<file path="config.mk">
export PLATFORM = sky130hd
export DESIGN_NAME = task_dispatch_and_scaling
export DESIGN_NICKNAME = d
export VERILOG_FILES = /design/src/design/tds_pkg.sv /design/src/design/task_dispatch_and_scaling.sv /design/src/design/tds_mem.sv /design/src/design/tds_mod.sv
export SDC_FILE = /design/constraint.sdc
export NUM_CORES = 2
export LEC_CHECK = 0
export ABC_CLOCK_PERIOD_IN_PS = 15580
export BUFFER_PORTS_ARGS = -buffer_cell sky130_fd_sc_hd__buf_2
export CAP_MARGIN = 0
export CORE_MARGIN = 2
export CORE_UTILIZATION = 35
export CTS_BUF_LIST = sky130_fd_sc_hd__clkbuf_16
export DETAILED_ROUTE_END_ITERATION = 12
export SYNTH_ARGS = -nofsm -noshare
export SYNTH_HDL_FRONTEND = slang
export SYNTH_SLANG_ARGS = --single-unit
</file>
<file path="constraint.sdc">
create_clock -name clk -period 15.58 [get_ports clk]
set_clock_uncertainty 0.1 [all_clocks]
set_input_delay 3.116 -clock clk [delete_from_list [all_inputs] [get_ports clk]]
set_output_delay 3.116 -clock clk [all_outputs]
set_load 0.1 [all_outputs]
</file>
<file path="src/design/tds_pkg.sv">
// ---------------------------------------------------------------------------
// tds_pkg
// Shared types, codes and helpers of the task dispatcher.
// ---------------------------------------------------------------------------
package tds_pkg;

	localparam int unsigned QUEUE_DEPTH_DEF = 256;
	localparam int unsigned MAX_WORKERS_DEF = 64;
	localparam int unsigned DIV_STEPS       = 32;
	localparam logic [8:0]  COUNT_MAX       = 9'd511;
	localparam logic [4:0]  RESET_CORES     = 5'd4;
	localparam logic [2:0]  RESET_WPC       = 3'd2;

	// config register indexes
	localparam logic [1:0] CFG_CORE_COUNT = 2'd0;
	localparam logic [1:0] CFG_WPC        = 2'd1;

	// commands
	localparam logic [2:0] CMD_SUBMIT_RR   = 3'd0;
	localparam logic [2:0] CMD_SUBMIT_CORE = 3'd1;
	localparam logic [2:0] CMD_TAKE        = 3'd2;
	localparam logic [2:0] CMD_DONE        = 3'd3;
	localparam logic [2:0] CMD_SCALE_UP    = 3'd4;
	localparam logic [2:0] CMD_SCALE_DOWN  = 3'd5;

	// status codes
	localparam logic [1:0] STAT_OK    = 2'd0;
	localparam logic [1:0] STAT_FULL  = 2'd1;
	localparam logic [1:0] STAT_RANGE = 2'd2;
	localparam logic [1:0] STAT_NONE  = 2'd3;

	typedef enum logic [2:0] {
		ST_IDLE,
		ST_DIV,
		ST_RMW,
		ST_LL,
		ST_UP,
		ST_DN
	} state_t;

	typedef struct packed {
		logic [2:0] command;
		logic [4:0] core_sel;
		logic [5:0] worker_sel;
		logic [6:0] scale_amount;
	} request_t;

	typedef struct packed {
		logic [1:0] status;
		logic [5:0] target_worker;
		logic [6:0] active_now;
	} response_t;

	typedef struct packed {
		logic       paused;
		logic [8:0] queued;
		logic [8:0] inflight;
	} entry_t;

	typedef struct packed {
		logic       rd;
		logic [5:0] raddr;
		logic       wr;
		logic [5:0] waddr;
		entry_t     wdata;
		logic       clr;
	} mem_req_t;

	function automatic logic [4:0] eff_cores(input logic [4:0] cc);
		eff_cores = (cc == 5'd0) ? 5'd1 : ((cc > 5'd16) ? 5'd16 : cc);
	endfunction

	function automatic logic [2:0] eff_wpc(input logic [2:0] wpc);
		eff_wpc = (wpc == 3'd0) ? 3'd1 : ((wpc > 3'd4) ? 3'd4 : wpc);
	endfunction

	function automatic logic [6:0] total_f(input logic [4:0] cc, input logic [2:0] wpc,
			input int unsigned maxw);
		logic [6:0] prod;
		prod = {2'b0, eff_cores(cc)} * {4'b0, eff_wpc(wpc)};
		total_f = (32'(prod) > maxw) ? 7'(maxw) : prod;
	endfunction

endpackage

</file>
<file path="src/design/task_dispatch_and_scaling.sv">
// ---------------------------------------------------------------------------
// task_dispatch_and_scaling
// Round-robin / least-loaded task dispatcher with worker pause and resume.
// ---------------------------------------------------------------------------
// Usage:
//  - Command channel: a transaction is taken at a clock edge with start high
//    and busy low; request carries command, core_sel, worker_sel, scale_amount.
//  - Result channel: done pulses for one cycle with response valid; the
//    receiver cannot stall, so it must take the response in that cycle.
//  - Config: cfg_we/cfg_index/cfg_data write core_count (0) or
//    workers_per_core (1), only while idle; any such write reinitializes all
//    worker state, the round-robin counter and the active count.
//  - Sequence (start edge to done): core out of range, bad worker, no-op and
//    unknown commands answer at once; take/done do one read-modify-write;
//    submit round robin waits for the 32-step bit-serial modulo unit; submit
//    to core does one memory read per worker of the core plus the
//    read-modify-write; scaling does one memory read per scanned worker.
//  - All worker counts live in one single-port-read memory; each scan reads
//    one entry a cycle, and the scaling scans write back the one before it.
//    One command at a time, busy stays high until the result is produced.
//  - Reset: core_count 4, workers_per_core 2, all workers running and empty,
//    active count 8. Entries are tracked by valid bits, so no clearing pass.
// ---------------------------------------------------------------------------
module task_dispatch_and_scaling import tds_pkg::*; #(
	parameter int unsigned QUEUE_DEPTH = QUEUE_DEPTH_DEF,
	parameter int unsigned MAX_WORKERS = MAX_WORKERS_DEF
) (
	input  logic      clk,
	input  logic      arst_n,
	input  logic      start,
	output logic      busy,
	input  request_t  request,
	output logic      done,
	output response_t response,
	input  logic      cfg_we,
	input  logic [1:0] cfg_index,
	input  logic [4:0] cfg_data
);

	state_t     state_q, state_d;
	request_t   req_q, req_d;
	logic [6:0] idx_q, idx_d;       // scan position / entry address
	logic [6:0] cnt_q, cnt_d;       // workers resumed or paused so far
	logic [2:0] lli_q, lli_d;       // position within the core group
	logic [6:0] best_q, best_d;
	logic [9:0] bload_q, bload_d;
	logic [6:0] active_q, active_d;
	logic [31:0] rr_q, rr_d;
	logic [4:0] cc_q, cc_d;
	logic [2:0] wpc_q, wpc_d;
	logic       done_q, done_d;
	response_t  resp_q, resp_d;

	mem_req_t   mreq;
	entry_t     ent;
	logic       div_start, div_done;
	logic [5:0] div_rem;

	// configuration-derived values
	logic [4:0] ec;
	logic [2:0] we;
	logic [6:0] total, minact, act;
	logic       accept, cfg_hit;
	logic [6:0] new_total;
	logic [4:0] cc_new;
	logic [2:0] wpc_new;

	// decision terms shared by the next-state and datapath logic
	logic       core_bad, ws_bad, up_go, dn_go, div_full;
	logic [9:0] load;
	logic       ll_take, ll_more;
	logic [6:0] best_n;
	logic       dn_hit;
	logic [6:0] cnt_up, cnt_dn;
	logic       up_more, dn_more;
	logic [6:0] base;

	assign ec     = eff_cores(cc_q);
	assign we     = eff_wpc(wpc_q);
	assign total  = total_f(cc_q, wpc_q, MAX_WORKERS);
	assign minact = ({2'b0, ec} < total) ? {2'b0, ec} : total;
	assign act    = (active_q == 7'd0) ? 7'd1 : active_q;
	assign accept = start && !busy;
	assign busy   = (state_q != ST_IDLE);

	assign cfg_hit   = cfg_we && ((cfg_index == CFG_CORE_COUNT) || (cfg_index == CFG_WPC));
	assign cc_new    = (cfg_index == CFG_CORE_COUNT) ? cfg_data : cc_q;
	assign wpc_new   = (cfg_index == CFG_WPC) ? cfg_data[2:0] : wpc_q;
	assign new_total = total_f(cc_new, wpc_new, MAX_WORKERS);

	assign base     = {2'b0, request.core_sel} * {4'b0, we};
	assign core_bad = request.core_sel >= ec;
	assign ws_bad   = {1'b0, request.worker_sel} >= total;
	assign up_go    = (active_q < total) && (request.scale_amount != 7'd0);
	assign dn_go    = (active_q > minact) && (request.scale_amount != 7'd0);
	assign div_full = {1'b0, div_rem} >= total;

	// least-loaded scan: first worker wins ties
	assign load    = {1'b0, ent.queued} + {1'b0, ent.inflight};
	assign ll_take = (lli_q == 3'd0) || (load < bload_q);
	assign best_n  = ll_take ? idx_q : best_q;
	assign ll_more = ((lli_q + 3'd1) < we) && ((idx_q + 7'd1) < total);

	assign cnt_up  = cnt_q + {6'd0, ent.paused};
	assign up_more = ((idx_q + 7'd1) < total) && (cnt_up < req_q.scale_amount);
	assign dn_hit  = !ent.paused && (ent.queued == 9'd0) && (ent.inflight == 9'd0);
	assign cnt_dn  = cnt_q + {6'd0, dn_hit};
	assign dn_more = ((idx_q - 7'd1) > minact) && (cnt_dn < req_q.scale_amount);

	tds_mem #(.DEPTH(MAX_WORKERS)) u_mem (
		.clk    (clk),
		.arst_n (arst_n),
		.req    (mreq),
		.rdata  (ent)
	);

	tds_mod u_mod (
		.clk    (clk),
		.arst_n (arst_n),
		.start  (div_start),
		.num    (rr_q),
		.den    (act),
		.done   (div_done),
		.rem    (div_rem)
	);

	// next state
	always_comb begin
		state_d = state_q;
		case (state_q)
			ST_IDLE: begin
				if (accept) begin
					case (request.command)
						CMD_SUBMIT_RR:   state_d = ST_DIV;
						CMD_SUBMIT_CORE: state_d = core_bad ? ST_IDLE : ST_LL;
						CMD_TAKE,
						CMD_DONE:        state_d = ws_bad ? ST_IDLE : ST_RMW;
						CMD_SCALE_UP:    state_d = up_go ? ST_UP : ST_IDLE;
						CMD_SCALE_DOWN:  state_d = dn_go ? ST_DN : ST_IDLE;
						default:         state_d = ST_IDLE;
					endcase
				end
			end
			ST_DIV: begin
				if (div_done) begin
					state_d = div_full ? ST_IDLE : ST_RMW;
				end
			end
			ST_RMW:  state_d = ST_IDLE;
			ST_LL:   state_d = ll_more ? ST_LL : ST_RMW;
			ST_UP:   state_d = up_more ? ST_UP : ST_IDLE;
			ST_DN:   state_d = dn_more ? ST_DN : ST_IDLE;
			default: state_d = ST_IDLE;
		endcase
	end

	// datapath and memory requests
	always_comb begin
		req_d     = req_q;
		idx_d     = idx_q;
		cnt_d     = cnt_q;
		lli_d     = lli_q;
		best_d    = best_q;
		bload_d   = bload_q;
		active_d  = active_q;
		rr_d      = rr_q;
		cc_d      = cc_q;
		wpc_d     = wpc_q;
		done_d    = 1'b0;
		resp_d    = resp_q;
		mreq      = '0;
		div_start = 1'b0;
		case (state_q)
			ST_IDLE: begin
				if (cfg_hit) begin
					cc_d     = cc_new;
					wpc_d    = wpc_new;
					rr_d     = '0;
					active_d = new_total;
					mreq.clr = 1'b1;
				end else if (accept) begin
					req_d = request;
					cnt_d = '0;
					resp_d.status        = STAT_OK;
					resp_d.target_worker = '0;
					resp_d.active_now    = active_q;
					case (request.command)
						CMD_SUBMIT_RR: begin
							div_start = 1'b1;
							rr_d      = rr_q + 32'd1;
						end
						CMD_SUBMIT_CORE: begin
							if (core_bad) begin
								resp_d.status = STAT_RANGE;
								done_d        = 1'b1;
							end else begin
								idx_d      = base;
								lli_d      = '0;
								mreq.rd    = 1'b1;
								mreq.raddr = base[5:0];
							end
						end
						CMD_TAKE,
						CMD_DONE: begin
							resp_d.target_worker = request.worker_sel;
							idx_d                = {1'b0, request.worker_sel};
							if (ws_bad) begin
								resp_d.status = STAT_NONE;
								done_d        = 1'b1;
							end else begin
								mreq.rd    = 1'b1;
								mreq.raddr = request.worker_sel;
							end
						end
						CMD_SCALE_UP: begin
							idx_d = active_q;
							if (up_go) begin
								mreq.rd    = 1'b1;
								mreq.raddr = active_q[5:0];
							end else begin
								done_d = 1'b1;
							end
						end
						CMD_SCALE_DOWN: begin
							idx_d = active_q;
							if (dn_go) begin
								mreq.rd    = 1'b1;
								mreq.raddr = 6'(active_q - 7'd1);
							end else begin
								done_d = 1'b1;
							end
						end
						default: done_d = 1'b1;
					endcase
				end
			end
			ST_DIV: begin
				if (div_done) begin
					resp_d.target_worker = div_rem;
					idx_d                = {1'b0, div_rem};
					if (div_full) begin
						resp_d.status = STAT_FULL;
						done_d        = 1'b1;
					end else begin
						mreq.rd    = 1'b1;
						mreq.raddr = div_rem;
					end
				end
			end
			ST_RMW: begin
				mreq.waddr = idx_q[5:0];
				mreq.wdata = ent;
				resp_d.target_worker = idx_q[5:0];
				done_d = 1'b1;
				case (req_q.command)
					CMD_SUBMIT_RR,
					CMD_SUBMIT_CORE: begin
						if (ent.queued >= 9'(QUEUE_DEPTH)) begin
							resp_d.status = STAT_FULL;
						end else begin
							mreq.wr            = 1'b1;
							mreq.wdata.queued  = ent.queued + 9'd1;
							if (ent.inflight < COUNT_MAX) begin
								mreq.wdata.inflight = ent.inflight + 9'd1;
							end
						end
					end
					CMD_TAKE: begin
						if (ent.paused || (ent.queued == 9'd0)) begin
							resp_d.status = STAT_NONE;
						end else begin
							mreq.wr           = 1'b1;
							mreq.wdata.queued = ent.queued - 9'd1;
						end
					end
					CMD_DONE: begin
						if (ent.inflight == 9'd0) begin
							resp_d.status = STAT_NONE;
						end else begin
							mreq.wr             = 1'b1;
							mreq.wdata.inflight = ent.inflight - 9'd1;
						end
					end
					default: mreq.wr = 1'b0;
				endcase
			end
			ST_LL: begin
				best_d  = best_n;
				bload_d = ll_take ? load : bload_q;
				mreq.rd = 1'b1;
				if (ll_more) begin
					idx_d      = idx_q + 7'd1;
					lli_d      = lli_q + 3'd1;
					mreq.raddr = 6'(idx_q + 7'd1);
				end else begin
					idx_d      = best_n;
					mreq.raddr = best_n[5:0];
				end
			end
			ST_UP: begin
				// resume a paused worker, read the next one ahead
				cnt_d = cnt_up;
				if (ent.paused) begin
					mreq.wr           = 1'b1;
					mreq.waddr        = idx_q[5:0];
					mreq.wdata        = ent;
					mreq.wdata.paused = 1'b0;
				end
				if (up_more) begin
					idx_d      = idx_q + 7'd1;
					mreq.rd    = 1'b1;
					mreq.raddr = 6'(idx_q + 7'd1);
				end else begin
					active_d          = active_q + cnt_up;
					resp_d.active_now = active_q + cnt_up;
					done_d            = 1'b1;
				end
			end
			ST_DN: begin
				// pause an idle running worker, scanning downward
				cnt_d = cnt_dn;
				if (dn_hit) begin
					mreq.wr           = 1'b1;
					mreq.waddr        = 6'(idx_q - 7'd1);
					mreq.wdata        = ent;
					mreq.wdata.paused = 1'b1;
				end
				if (dn_more) begin
					idx_d      = idx_q - 7'd1;
					mreq.rd    = 1'b1;
					mreq.raddr = 6'(idx_q - 7'd2);
				end else begin
					active_d          = active_q - cnt_dn;
					resp_d.active_now = active_q - cnt_dn;
					done_d            = 1'b1;
				end
			end
			default: done_d = 1'b0;
		endcase
	end

	always_ff @(posedge clk or negedge arst_n) begin
		if (!arst_n) begin
			state_q  <= ST_IDLE;
			active_q <= total_f(RESET_CORES, RESET_WPC, MAX_WORKERS);
			rr_q     <= '0;
			cc_q     <= RESET_CORES;
			wpc_q    <= RESET_WPC;
			done_q   <= 1'b0;
			cnt_q    <= '0;
			lli_q    <= '0;
		end else begin
			state_q  <= state_d;
			active_q <= active_d;
			rr_q     <= rr_d;
			cc_q     <= cc_d;
			wpc_q    <= wpc_d;
			done_q   <= done_d;
			cnt_q    <= cnt_d;
			lli_q    <= lli_d;
		end
	end

	always_ff @(posedge clk) begin
		req_q   <= req_d;
		idx_q   <= idx_d;
		best_q  <= best_d;
		bload_q <= bload_d;
		resp_q  <= resp_d;
	end

	assign done     = done_q;
	assign response = resp_q;

`ifndef SYNTH
	// every accepted transaction either finishes at once or keeps busy high
	a_accept_progress: assert property (@(posedge clk) disable iff (!arst_n)
		(start && !busy) |=> (done || busy))
		else $error("accepted transaction neither finished nor in progress");

	// the result appears only when the sequencer is back at rest
	a_done_idle: assert property (@(posedge clk) disable iff (!arst_n)
		done |-> !busy)
		else $error("result strobe while still busy");

	// active count never exceeds the worker pool
	a_active_bound: assert property (@(posedge clk) disable iff (!arst_n)
		done |-> (32'(response.active_now) <= MAX_WORKERS))
		else $error("active count beyond worker pool");
`endif

endmodule

</file>
<file path="src/design/tds_mem.sv">
// ---------------------------------------------------------------------------
// tds_mem
// Per-worker state memory, registered read, valid bit per entry.
// ---------------------------------------------------------------------------
module tds_mem import tds_pkg::*; #(
	parameter int unsigned DEPTH = MAX_WORKERS_DEF
) (
	input  logic     clk,
	input  logic     arst_n,
	input  mem_req_t req,
	output entry_t   rdata
);
	localparam int unsigned AW = (DEPTH > 1) ? $clog2(DEPTH) : 1;

	entry_t           mem_q [DEPTH];
	logic [DEPTH-1:0] vld_q;
	entry_t           rd_s1;
	logic             rv_s1;

	always_ff @(posedge clk) begin
		if (req.wr) begin
			mem_q[req.waddr[AW-1:0]] <= req.wdata;
		end
		if (req.rd) begin
			rd_s1 <= mem_q[req.raddr[AW-1:0]];
		end
	end

	// unwritten entries read as zero
	always_ff @(posedge clk or negedge arst_n) begin
		if (!arst_n) begin
			vld_q <= '0;
			rv_s1 <= 1'b0;
		end else begin
			if (req.clr) begin
				vld_q <= '0;
			end else if (req.wr) begin
				vld_q[req.waddr[AW-1:0]] <= 1'b1;
			end
			if (req.rd) begin
				rv_s1 <= vld_q[req.raddr[AW-1:0]];
			end
		end
	end

	assign rdata = rv_s1 ? rd_s1 : '0;

endmodule

</file>
<file path="src/design/tds_mod.sv">
// ---------------------------------------------------------------------------
// tds_mod
// Restoring modulo unit, one quotient bit per cycle.
// ---------------------------------------------------------------------------
module tds_mod import tds_pkg::*; (
	input  logic        clk,
	input  logic        arst_n,
	input  logic        start,
	input  logic [31:0] num,
	input  logic [6:0]  den,
	output logic        done,
	output logic [5:0]  rem
);
	logic [31:0] num_q;
	logic [6:0]  den_q;
	logic [5:0]  rem_q;
	logic [5:0]  cnt_q;
	logic        run_q;
	logic        done_q;
	logic [6:0]  trial;

	assign trial = {rem_q, num_q[31]};

	always_ff @(posedge clk or negedge arst_n) begin
		if (!arst_n) begin
			run_q  <= 1'b0;
			done_q <= 1'b0;
			cnt_q  <= '0;
		end else begin
			done_q <= 1'b0;
			if (start) begin
				run_q <= 1'b1;
				cnt_q <= 6'(DIV_STEPS);
			end else if (run_q) begin
				cnt_q <= cnt_q - 6'd1;
				if (cnt_q == 6'd1) begin
					run_q  <= 1'b0;
					done_q <= 1'b1;
				end
			end
		end
	end

	always_ff @(posedge clk) begin
		if (start) begin
			num_q <= num;
			den_q <= den;
			rem_q <= '0;
		end else if (run_q) begin
			num_q <= {num_q[30:0], 1'b0};
			rem_q <= (trial >= den_q) ? 6'(trial - den_q) : trial[5:0];
		end
	end

	assign done = done_q;
	assign rem  = rem_q;

endmodule

</file>
==> metrics.yaml <==
pwr:
  ir_worst_vdd_mv: 0.0966
  leakage_uw: 0.0244
  powerDensity_nw_per_um2: 107
synth:
  synth-seq-cells: 1463
  synth_area_leaders: "edfxtp_1 61%, nand2_1 6.7%, dfrtp_1 5.0%"
  synth_flop_cell: "edfxtp_1"
  syn_area_um2: 65300
  netlist.area_leader.share_pct: 60.8
  netlist_instances: 5358
  yosysTopAreaCell: "edfxtp_1"
  synth_edf_count: 1323
  yosys_warnings: 0
  yosysSeqAreaShare_pct: 66.2
  async_flop_share_pct: 9.16
  yosysUniqueCellTypes: 83
  avgSynthCellArea_um2: 12.2
critical_path:
  max_stage_delay_ns: 0.69
  path_delay_family: "compound AO/OA/AOI/OAI gates"
  worst-path-max-fanout: 107
  cpMostUsedCell: "a21oi_1"
  cp_num_buf_inv: 4
  cp-end-kind: "flip-flop"
  required_ns: 16.13
  critical_path_arrival_ns: 11.80
  crit_slowest_cell: "and2_4"
  path_class: "flip-flop to flip-flop"
  r2r-start: "cc_q[2]$_DFFE_PN1P_"
  cp-start-kind: "flip-flop"
  worstSetupStartpoint: "cc_q[2]$_DFFE_PN1P_"
timing:
  rsz0062_at_grt: "no"
  timing.final.ws_setup_ns: 4.33
  slew_headroom_pct: 10.2
  setup_viol: 0
  period_needed_ns: 11.25
  hold_violations: 0
  max_freq_mhz: 88.9
  fin_crit_sh_pct: 72.2
  fin_hold_ws_ns: 0.385
  max_slew.worst_pin.slew_ns: 1.34
  setup_tns_ns: 0
  slew_violations: 0
layout:
  final_cell_mix: "1323 x edfxtp_1, 1164 x nand2_1, 395 x nand3_1, 176 x nor2_1, 166 x a21oi_1"
  final_common_cell: "edfxtp_1"
  area_growth_pct: 12.8
  final_nets: 5534
  finalInstanceArea_um2: 73700
  multi_input_area_um2: 20800
  fill_cells: 17400
  layout.area.seq_um2: 43200
  final_cells: 7953
  drive_gt1_share_pct: 9.25
detailed_routing:
  first_iter_violations: 5414
  top_layer_used: "met5"
  drc: 0
  dr_wl_met3_um: 18000
  via_per_inst: 5.58
  met2_length_um: 88600
  wire_per_inst_um: 24.6
  ant_nets: 0
  vias: 44400
  met1_length_um: 82200
  dr.pass1.iters: 6
  wirelength_um: 195000
clocking:
  path_clk_slew_ns: 0.06
  cts_setup_buffers: 0
  cts_tree: "built"
  numCtsBuffers: 151
  clock_latency_ns: 0.83
  root_buffer: "clkbuf_16"
  ctsHoldBuffers: 0
  clkSinkCount: 1463
  post_cts_resized: 0
  clk_path_buf_depth: 3
  h-tree-depth: 4
global_routing:
  grt_pass1_vias: 42100
  antenna_found_initial: 13
  grt_max_degree: 189
  track_usage_pct: 20.0
  overflow: 0
  grt_first_pass_wirelength_um: 286000
placed_design:
  place_ws_ns: 4.53
  portBuffers: 48
  dpl.hpwl_um: 114000
  dp.cells: 7678
  gp_congestion: 0.909
  postPlaceCellArea_um2: 68800
die:
  io_pins: 49
  die_w_um: 436
  num_rows: 158
  core-area_um2: 185000
  die_h_um: 436
  start_util_pct: 35.2
  dieArea_um2: 190000
hold_path:
  hp-class: "flip-flop to flip-flop"
  min_from: "u_mem.vld_q[44]$_DFFE_PN0P_"
status:
  run_status: "finished, final reports clean"
run:
  cap_violations: 0
[routing by layer]
layer	vias to the layer above	GRT usage [%]
li1	19800	-
met1	22200	27.8
met2	1996	30.8
met3	305	4.36
met4	8	7.19
met5	-	0
[where the power goes]
group | internal (µW) | switching [µW] | total, µW | leakage [µW]
clock | 2020 | 1570 | 3590 | 0.00252
sequential | 4220 | 2.26 | 4220 | 0.0111
combinational | 17.2 | 37.0 | 54.2 | 0.0108
[worst reg2reg max path, delay by kind of cell (launching register included)]
kind | cells | cell delay [ns]
simple gates | 10 | 3.04
xor+xnor | 1 | 0.18
compound gates | 13 | 3.59
flops | 1 | 0.55
buf+inv | 4 | 1.27
fa+ha+maj | 5 | 1.75
mux | 1 | 0.61
[synthesized netlist by cell type (all sizes together), types with 23 or more instances]
cell	number
xnor2	49
a211oi	128
nor3	34
a311oi	53
nand2b	31
and3	125
buf	133
nand3	395
mux2i	158
dfrtp	131
a31oi	116
inv	124
a21o	25
o22ai	23
edfxtp	1323
a21oi	166
nor2	243
nor2b	25
a32oi	99
xor2	49
clkbuf	196
ha	135
o21ai	97
nand2	1167
o21a	47
[sequential cells by signal (all words and copies together), names as in the netlist, 3 cells and up]
register,flops
best_q,7
cnt_q,7
u_mod.cnt_q,6
u_mem.vld_q,64
active_q,7
state_q,3
idx_q,7
u_mem.rd_s1,19
response,15
u_mod.num_q,32
u_mod.den_q,7
u_mod.rem,6
lli_q,3
u_mem.mem_q,1216
cc_q,5
rr_q,32
wpc_q,3
req_q,10
bload_q,10
[worst paths after layout]
kind | to | slack [ns] | depth (start not counted)
min | u_mem.vld_q[44]$_DFFE_PN0P_ | 0.39 | 1
min in group asynchronous | lli_q[2]$_DFFE_PN0P_ | 2.15 | 1
max reg2reg | u_mem.rv_s1$_DFFE_PN0P_ | 4.33 | 34
max in group asynchronous | rr_q[31]$_DFFE_PN0P_ | 11.46 | 3
max | u_mem.rv_s1$_DFFE_PN0P_ | 4.33 | 34
min reg2reg | u_mem.vld_q[44]$_DFFE_PN0P_ | 0.39 | 1
[kinds of logic after synthesis]
kind of cell             after synthesis  share of synthesized area (%)
AO/OA/AOI/OAI                        899                           9.64
XOR/XNOR                              98                           1.33
adder cells (fa/ha/maj)              151                           3.08
buffers and inverters                456                           2.90
flip-flops                          1463                           66.2
multiplexers                         174                           2.75
other                                  1                        0.00574
AND/OR/NAND/NOR                     2116                           14.1
[layout make-up]
cell class / count / share of cell area (%)
well taps: 2480 / 4.21
diodes: 4 / 0.0136
multi-input cells: 3442 / 28.2
flip-flops and latches: 1463 / 58.6
clock buffers: 152 / 5.16
clock inverters: 119 / 1.48
repair buffers: 166 / 1.67
inverters: 127 / 0.647
[through the flow]
| step | util, % | total power, µW |
|---|---|---|
| after global routing | 39.7 | 8080 |
| after floorplan | - | 4330 |
| final | 39.7 | 7870 |
| after detailed placement | 37.1 | 4360 |
| after CTS | 39.7 | 7920 |
| after global placement | 37.1 | 4360 |
Note: power is estimated with default switching activity, not from simulation.
